<file path="src/lsfp_pkg.sv">
// Shared types and constants for the scan frame parser.
// Used by lsfp_front, lsfp_queue and lidar_scan_frame_parser; no dependencies.
package lsfp_pkg;

  localparam logic [7:0]  SYNC_A        = 8'hCE;
  localparam logic [7:0]  SYNC_B        = 8'hFA;
  localparam logic [8:0]  MAX_SAMPLES   = 9'd256;
  localparam logic [8:0]  LIMIT_RESET   = 9'd200;
  localparam int          DIST_W        = 13;
  localparam int          INTEN_W       = 3;
  localparam int          QUEUE_DEPTH   = 2;

  typedef enum logic [3:0] {
    PH_HUNT_A,
    PH_HUNT_B,
    PH_CNT_LO,
    PH_CNT_HI,
    PH_ANG_LO,
    PH_ANG_HI,
    PH_SMP_LO,
    PH_SMP_HI,
    PH_CK_LO,
    PH_CK_HI
  } phase_t;

  typedef struct packed {
    logic               is_frame_end;
    logic [7:0]         sample_index;
    logic [15:0]        start_angle;
    logic [DIST_W-1:0]  distance;
    logic [INTEN_W-1:0] intensity;
    logic [8:0]         frame_samples;
    logic               checksum_ok;
  } result_t;

endpackage

</file>
<file path="src/lsfp_front.sv">
// Front end: byte acceptance, frame parsing state machine, checksum and limit register.
// Depends on lsfp_pkg; pushes results into lsfp_queue.
module lsfp_front (
  input  logic              clk,
  input  logic              rst_n,
  input  logic              in_valid,
  output logic              in_ready,
  input  logic [7:0]        in_rx_byte,
  input  logic              cfg_valid,
  output logic              cfg_ready,
  input  logic [8:0]        cfg_data,
  input  logic              q_full,
  output logic              push_valid,
  output lsfp_pkg::result_t push_data
);

  lsfp_pkg::phase_t phase_r, phase_nxt;
  logic [7:0]  held_r, held_nxt;
  logic [8:0]  count_r, count_nxt;
  logic [8:0]  seen_r, seen_nxt;
  logic [15:0] sum_r, sum_nxt;
  logic [15:0] angle_r, angle_nxt;
  logic [8:0]  limit_r;
  logic [8:0]  limit_eff;
  logic [15:0] word;
  logic        accept;

  assign in_ready  = !q_full;
  assign cfg_ready = 1'b1;
  assign accept    = in_valid && in_ready;
  assign word      = {in_rx_byte, held_r};
  assign limit_eff = (limit_r > lsfp_pkg::MAX_SAMPLES) ? lsfp_pkg::MAX_SAMPLES : limit_r;

  always_ff @(posedge clk) begin
    if (!rst_n) begin
      limit_r <= lsfp_pkg::LIMIT_RESET;
    end else if (cfg_valid && cfg_ready) begin
      limit_r <= cfg_data;
    end
  end

  always_ff @(posedge clk) begin
    if (!rst_n) begin
      phase_r <= lsfp_pkg::PH_HUNT_A;
      held_r  <= 8'd0;
      count_r <= 9'd0;
      seen_r  <= 9'd0;
      sum_r   <= 16'd0;
      angle_r <= 16'd0;
    end else if (accept) begin
      phase_r <= phase_nxt;
      held_r  <= held_nxt;
      count_r <= count_nxt;
      seen_r  <= seen_nxt;
      sum_r   <= sum_nxt;
      angle_r <= angle_nxt;
    end
  end

  always_comb begin
    phase_nxt  = phase_r;
    held_nxt   = held_r;
    count_nxt  = count_r;
    seen_nxt   = seen_r;
    sum_nxt    = sum_r;
    angle_nxt  = angle_r;
    push_valid = 1'b0;
    push_data.is_frame_end  = 1'b0;
    push_data.sample_index  = seen_r[7:0];
    push_data.start_angle   = angle_r;
    push_data.distance      = word[lsfp_pkg::DIST_W-1:0];
    push_data.intensity     = word[15:lsfp_pkg::DIST_W];
    push_data.frame_samples = count_r;
    push_data.checksum_ok   = 1'b0;
    unique case (phase_r)
      lsfp_pkg::PH_HUNT_A: begin
        if (in_rx_byte == lsfp_pkg::SYNC_A) phase_nxt = lsfp_pkg::PH_HUNT_B;
      end
      lsfp_pkg::PH_HUNT_B: begin
        phase_nxt = (in_rx_byte == lsfp_pkg::SYNC_B) ? lsfp_pkg::PH_CNT_LO
                                                     : lsfp_pkg::PH_HUNT_A;
      end
      lsfp_pkg::PH_CNT_LO, lsfp_pkg::PH_ANG_LO, lsfp_pkg::PH_SMP_LO,
      lsfp_pkg::PH_CK_LO: begin
        held_nxt  = in_rx_byte;
        phase_nxt = lsfp_pkg::phase_t'(phase_r + 4'd1);
      end
      lsfp_pkg::PH_CNT_HI: begin
        if (word > {7'd0, limit_eff}) begin
          phase_nxt = lsfp_pkg::PH_HUNT_A;
        end else begin
          count_nxt = word[8:0];
          sum_nxt   = word;
          seen_nxt  = 9'd0;
          phase_nxt = lsfp_pkg::PH_ANG_LO;
        end
      end
      lsfp_pkg::PH_ANG_HI: begin
        angle_nxt = word;
        sum_nxt   = sum_r + word;
        phase_nxt = (count_r == 9'd0) ? lsfp_pkg::PH_CK_LO : lsfp_pkg::PH_SMP_LO;
      end
      lsfp_pkg::PH_SMP_HI: begin
        sum_nxt    = sum_r + word;
        seen_nxt   = seen_r + 9'd1;
        phase_nxt  = (seen_nxt >= count_r) ? lsfp_pkg::PH_CK_LO : lsfp_pkg::PH_SMP_LO;
        push_valid = accept;
      end
      lsfp_pkg::PH_CK_HI: begin
        phase_nxt  = lsfp_pkg::PH_HUNT_A;
        push_valid = accept;
        push_data.is_frame_end = 1'b1;
        push_data.sample_index = 8'd0;
        push_data.distance     = '0;
        push_data.intensity    = '0;
        push_data.checksum_ok  = (word == sum_r);
      end
      default: begin
        phase_nxt = lsfp_pkg::PH_HUNT_A;
      end
    endcase
  end

endmodule

</file>
<file path="src/lsfp_queue.sv">
// Back end: two-entry result queue that drives the result channel.
// Depends on lsfp_pkg; filled by lsfp_front.
module lsfp_queue (
  input  logic              clk,
  input  logic              rst_n,
  input  logic              push_valid,
  input  lsfp_pkg::result_t push_data,
  output logic              q_full,
  output logic              out_valid,
  input  logic              out_ready,
  output lsfp_pkg::result_t out_data
);

  lsfp_pkg::result_t mem_r [lsfp_pkg::QUEUE_DEPTH];
  logic       wr_ptr_r;
  logic       rd_ptr_r;
  logic [1:0] count_r;
  logic       pop;

  assign q_full    = (count_r == 2'(lsfp_pkg::QUEUE_DEPTH));
  assign out_valid = (count_r != 2'd0);
  assign out_data  = mem_r[rd_ptr_r];
  assign pop       = out_valid && out_ready;

  always_ff @(posedge clk) begin
    if (push_valid) mem_r[wr_ptr_r] <= push_data;
  end

  always_ff @(posedge clk) begin
    if (!rst_n) begin
      wr_ptr_r <= 1'b0;
      rd_ptr_r <= 1'b0;
      count_r  <= 2'd0;
    end else begin
      if (push_valid) wr_ptr_r <= !wr_ptr_r;
      if (pop)        rd_ptr_r <= !rd_ptr_r;
      case ({push_valid, pop})
        2'b10:   count_r <= count_r + 2'd1;
        2'b01:   count_r <= count_r - 2'd1;
        default: count_r <= count_r;
      endcase
    end
  end

endmodule

</file>
<file path="src/lidar_scan_frame_parser.sv">
// Top level of the scan frame parser: front-end parser feeding a result queue.
// Depends on lsfp_pkg, lsfp_front and lsfp_queue.
//
// Usage:
//   in_*  : one received byte per transaction (in_valid / in_ready).
//   out_* : one result per transaction, either a sample (is_frame_end = 0)
//           or a frame end carrying the checksum verdict (is_frame_end = 1).
//   cfg_* : writes max_samples_allowed; always ready.
//           The limit is sampled when a frame's count arrives.
// Throughput: one byte per cycle, sustained while the receiver keeps taking
//   results; at most one result per byte, set by the parser state machine.
// Results: a result is written into the queue when the byte that completes it is accepted.
// Stalls: results wait in a two-entry queue; in_ready drops only while the
//   queue is full, so bytes keep flowing while a single result waits.
// Reset: rst_n (synchronous, active low) empties the queue, returns the
//   parser to hunting for the first sync byte and sets the limit to 200.
module lidar_scan_frame_parser (
  input  logic        clk,
  input  logic        rst_n,
  input  logic        in_valid,
  output logic        in_ready,
  input  logic [7:0]  in_rx_byte,
  input  logic        cfg_valid,
  output logic        cfg_ready,
  input  logic [8:0]  cfg_data,
  output logic        out_valid,
  input  logic        out_ready,
  output logic        out_is_frame_end,
  output logic [7:0]  out_sample_index,
  output logic [15:0] out_start_angle,
  output logic [12:0] out_distance,
  output logic [2:0]  out_intensity,
  output logic [8:0]  out_frame_samples,
  output logic        out_checksum_ok
);

  logic              q_full;
  logic              push_valid;
  lsfp_pkg::result_t push_data;
  lsfp_pkg::result_t out_data;

  lsfp_front u_front (
    .clk        (clk),
    .rst_n      (rst_n),
    .in_valid   (in_valid),
    .in_ready   (in_ready),
    .in_rx_byte (in_rx_byte),
    .cfg_valid  (cfg_valid),
    .cfg_ready  (cfg_ready),
    .cfg_data   (cfg_data),
    .q_full     (q_full),
    .push_valid (push_valid),
    .push_data  (push_data)
  );

  lsfp_queue u_queue (
    .clk        (clk),
    .rst_n      (rst_n),
    .push_valid (push_valid),
    .push_data  (push_data),
    .q_full     (q_full),
    .out_valid  (out_valid),
    .out_ready  (out_ready),
    .out_data   (out_data)
  );

  assign out_is_frame_end  = out_data.is_frame_end;
  assign out_sample_index  = out_data.sample_index;
  assign out_start_angle   = out_data.start_angle;
  assign out_distance      = out_data.distance;
  assign out_intensity     = out_data.intensity;
  assign out_frame_samples = out_data.frame_samples;
  assign out_checksum_ok   = out_data.checksum_ok;

endmodule
</file>
<file path="config.mk">
export PLATFORM = sky130hd
export DESIGN_NAME = lidar_scan_frame_parser
export DESIGN_NICKNAME = d
export VERILOG_FILES = /design/src/lsfp_pkg.sv /design/src/lsfp_front.sv /design/src/lsfp_queue.sv /design/src/lidar_scan_frame_parser.sv
export SDC_FILE = /design/constraint.sdc
export NUM_CORES = 1
export LEC_CHECK = 0
export BUFFER_PORTS_ARGS = -buffer_cell sky130_fd_sc_hd__buf_2
export CAP_MARGIN = 20
export CORE_ASPECT_RATIO = 0.9
export CORE_MARGIN = 8
export CORE_UTILIZATION = 60
export CTS_CLUSTER_DIAMETER = 120
export CTS_CLUSTER_SIZE = 25
export DETAILED_ROUTE_END_ITERATION = 8
export PLACE_DENSITY_LB_ADDON = 0.12
export SYNTH_ARGS = -nofsm -noshare
export SYNTH_HDL_FRONTEND = slang
export SYNTH_SLANG_ARGS = --single-unit
</file>
<file path="constraint.sdc">
create_clock -name clk -period 8.7 [get_ports clk]
set_input_delay 1.305 -clock clk [delete_from_list [all_inputs] [get_ports clk]]
set_output_delay 1.305 -clock clk [all_outputs]
set_load 0.02 [all_outputs]
</file>
==> results.sh <==
export IMPL_final_max_slew_violation_count=0
export IMPL_tightestPinTransition_ps=1010
export IMPL_yosysUniqueCellTypes=64
export IMPL_synth_main_ff_cell="edfxtp_1"
export IMPL_min_path_type="register to register"
export IMPL_powerDensity_mw_per_mm2=175
export IMPL_cap_violations=0
export IMPL_grt_use_total=0.206
export IMPL_clock_latency_ps=430
export IMPL_setup_viol=0
export IMPL_whs_ps=455
export IMPL_wl_met3_um=901
export IMPL_ant_nets=0
export IMPL_setup_worst_path_class="input pin to register"
export IMPL_wl_um=18100
export IMPL_yosysSeqAreaShare=0.549
export IMPL_coreArea_mm2=0.0138
export IMPL_yosys_area_top_type="edfxtp_1"
export IMPL_drt_pass1_iter_count=5
export IMPL_drt_met1_wl_um=8340
export IMPL_antenna_found_initial=0
export IMPL_postCtsHoldBufs=0
export IMPL_synth_top_area_frac=0.367
export IMPL_period_needed_ps=3680
export IMPL_pin_count=76
export IMPL_area_growth_pct=12.7
export IMPL_cts_inserted_buffers=17
export IMPL_grt_max_degree=63
export IMPL_async_reset_ff_frac=0
export IMPL_cp_arrival_ps=4000
export IMPL_ff2ff_path_depth=5
export IMPL_syn_inst=731
export IMPL_rows=41
export IMPL_highest_layer="met4"
export IMPL_grt_pass1_wl_um=28900
export IMPL_yosysWarningCount=0
export IMPL_p_leak_uw=0.00368
export IMPL_cp_end_kind="register"
export IMPL_ys_ff_latch=178
export IMPL_grt_ovfl_total=0
export IMPL_final_setup_tns_ps=0
export IMPL_drive_above_1_share=0.220
export IMPL_layout_commonest_cell="edfxtp_1"
export IMPL_vias=5808
export IMPL_fin_crit_sh=0.423
export IMPL_wl_per_cell_um=18.4
export IMPL_finalClockSkew_ps=9.59
export IMPL_die_height_um=128
export IMPL_worstSetupStartpointType="input pin"
export IMPL_grt_setup_unrepaired="no"
export IMPL_met2_length_um=8540
export IMPL_cts_reportedPaths_clkPinSlew_ps=60
export IMPL_drc=0
export IMPL_cts_max_level=4
export IMPL_die_x_um=140
export IMPL_synth_edf_count=102
export IMPL_final_cell_mix="102 x edfxtp_1, 75 x dfxtp_1, 74 x nand2_1, 74 x buf_2, 52 x mux2_2"
export IMPL_io_buffers=74
export IMPL_grt_pass1_vias=5629
export IMPL_first_iter_violations=505
export IMPL_slew_headroom=0.320
export IMPL_ir_worst_vdd_mv=0.153
export IMPL_fin_nets=857
export IMPL_routed_via_density=5.92
export IMPL_fmax_ghz=0.272
export IMPL_clock_sinks=178
export IMPL_hold_viol=0
export IMPL_dp_hpwl_um=12200
export IMPL_post_cts_setup_buffers=0
export IMPL_fillers=1019
export IMPL_worstPathRequired_ps=9020
export IMPL_avgSynthCellArea_um2=11.4
export IMPL_status="finished, final reports clean"
export IMPL_clockBufferDepth=2
export IMPL_cts_resized=0
export IMPL_clockRootBuffer="clkbuf_16"
export IMPL_cts_tree="done"
export IMPL_syn_area_mm2=0.00835
export IMPL_synth_top_cells_by_area="edfxtp_1 37%, dfxtp_1 18%, mux2_2 7.0%, ha_1 5.8%, nand2_1 3.3%"
export IMPL_final_util=0.682
export IMPL_cp_max_fo=28
export IMPL_finalWeightedCongestion=0.875
export IMPL_hold_path_depth=0
export IMPL_start_util=0.605
export IMPL_dieArea_mm2=0.0179
export IMPL_synth_nets=793
==> synthesized netlist by cell type, types with 8 or more instances <==
library cell,n
xnor2_1,15
nor3_1,11
o21ai_0,17
inv_1,19
o31ai_1,8
clkbuf_1,27
a21oi_1,51
ha_1,39
a21o_1,8
edfxtp_1,102
mux2i_1,24
nand3_1,25
nand2_1,74
and2_1,25
mux2_2,52
dfxtp_1,76
nand2b_1,10
nor2_1,47
==> critical path: stages <==
cell	delay, ps
buf_2	160
ha_1	320
and3_1	180
a22o_1	200
a2111o_1	500
a32oi_4	820
o21ai_0	230
o221a_2	280
==> per-stage QoR <==
step | total power [uW] | worst slack [ps] | cell area [um2] | cells
2_1_floorplan | 932 | 4400 | 8350 | 731
3_3_place_gp | 947 | 4690 | 8830 | 946
3_5_place_dp | 949 | 4600 | 8830 | 946
4_1_cts | 1650 | 5030 | 9380 | 978
5_1_grt | 1700 | 4880 | 9410 | 980
6_report | 1640 | 5020 | 9410 | 981
==> metal layers <==
metal | global-route usage | up-vias
li1 | - | 2813
met1 | 0.263 | 2808
met2 | 0.339 | 158
met3 | 0.0510 | 29
met4 | 0.0657 | 0
met5 | 0 | -
==> worst paths after layout <==
path | start | to | slack [ps]
min reg2reg | u_front.angle_r[2] | u_queue.mem_r[1][28] | 460
max | in_rx_byte[0] | u_front.sum_r[8] | 5020
min | u_front.angle_r[2] | u_queue.mem_r[1][28] | 460
max reg2reg | u_front.phase_r[2] | u_front.sum_r[8] | 5300
==> sequential cells by signal (all words and copies together), names as in the netlist, named ones only <==
| name | flops |
|---|---|
| u_front.count_r | 9 |
| u_queue.count_r | 2 |
| u_front.angle_r | 16 |
| u_front.sum_r | 16 |
| u_queue.wr_ptr_r | 1 |
| u_front.limit_r | 9 |
| u_queue.rd_ptr_r | 1 |
| u_front.held_r | 8 |
| u_front.phase_r | 4 |
| u_front.seen_r | 9 |
| u_queue.mem_r | 102 |
==> where the power goes <==
group	total, uW	internal, uW	leakage (uW)	switching, uW
registers	886	884	0.00160	2.16
clock network	713	394	0.000277	319
logic	45.5	15.8	0.00181	29.8
==> final cells by class <==
cell class                      count  area (um2)  share of cell area
Sequential cell                   178        4590               0.487
Multi-Input combinational cell    498        3550               0.378
Clock buffer                       23         478              0.0508
Timing Repair Buffer               79         420              0.0447
Tap cell                          172         215              0.0229
Inverter                           21        78.8             0.00838
Clock inverter                      9        72.6             0.00771
Antenna cell                        1        2.50            0.000266
==> kinds of logic (layout without fill, tap and decap cells) <==
family / Yosys count / in the layout / share of synthesized area
xor+xnor: 22 / 22 / 0.0231
fa+ha+maj: 40 / 40 / 0.0609
flops: 178 / 178 / 0.549
buf+inv: 55 / 132 / 0.0267
other cells: 1 / 2 / 0.000449
simple gates: 225 / 225 / 0.130
compound gates: 134 / 134 / 0.111
mux: 76 / 76 / 0.0989
Note: power is estimated with default switching activity, not from simulation.
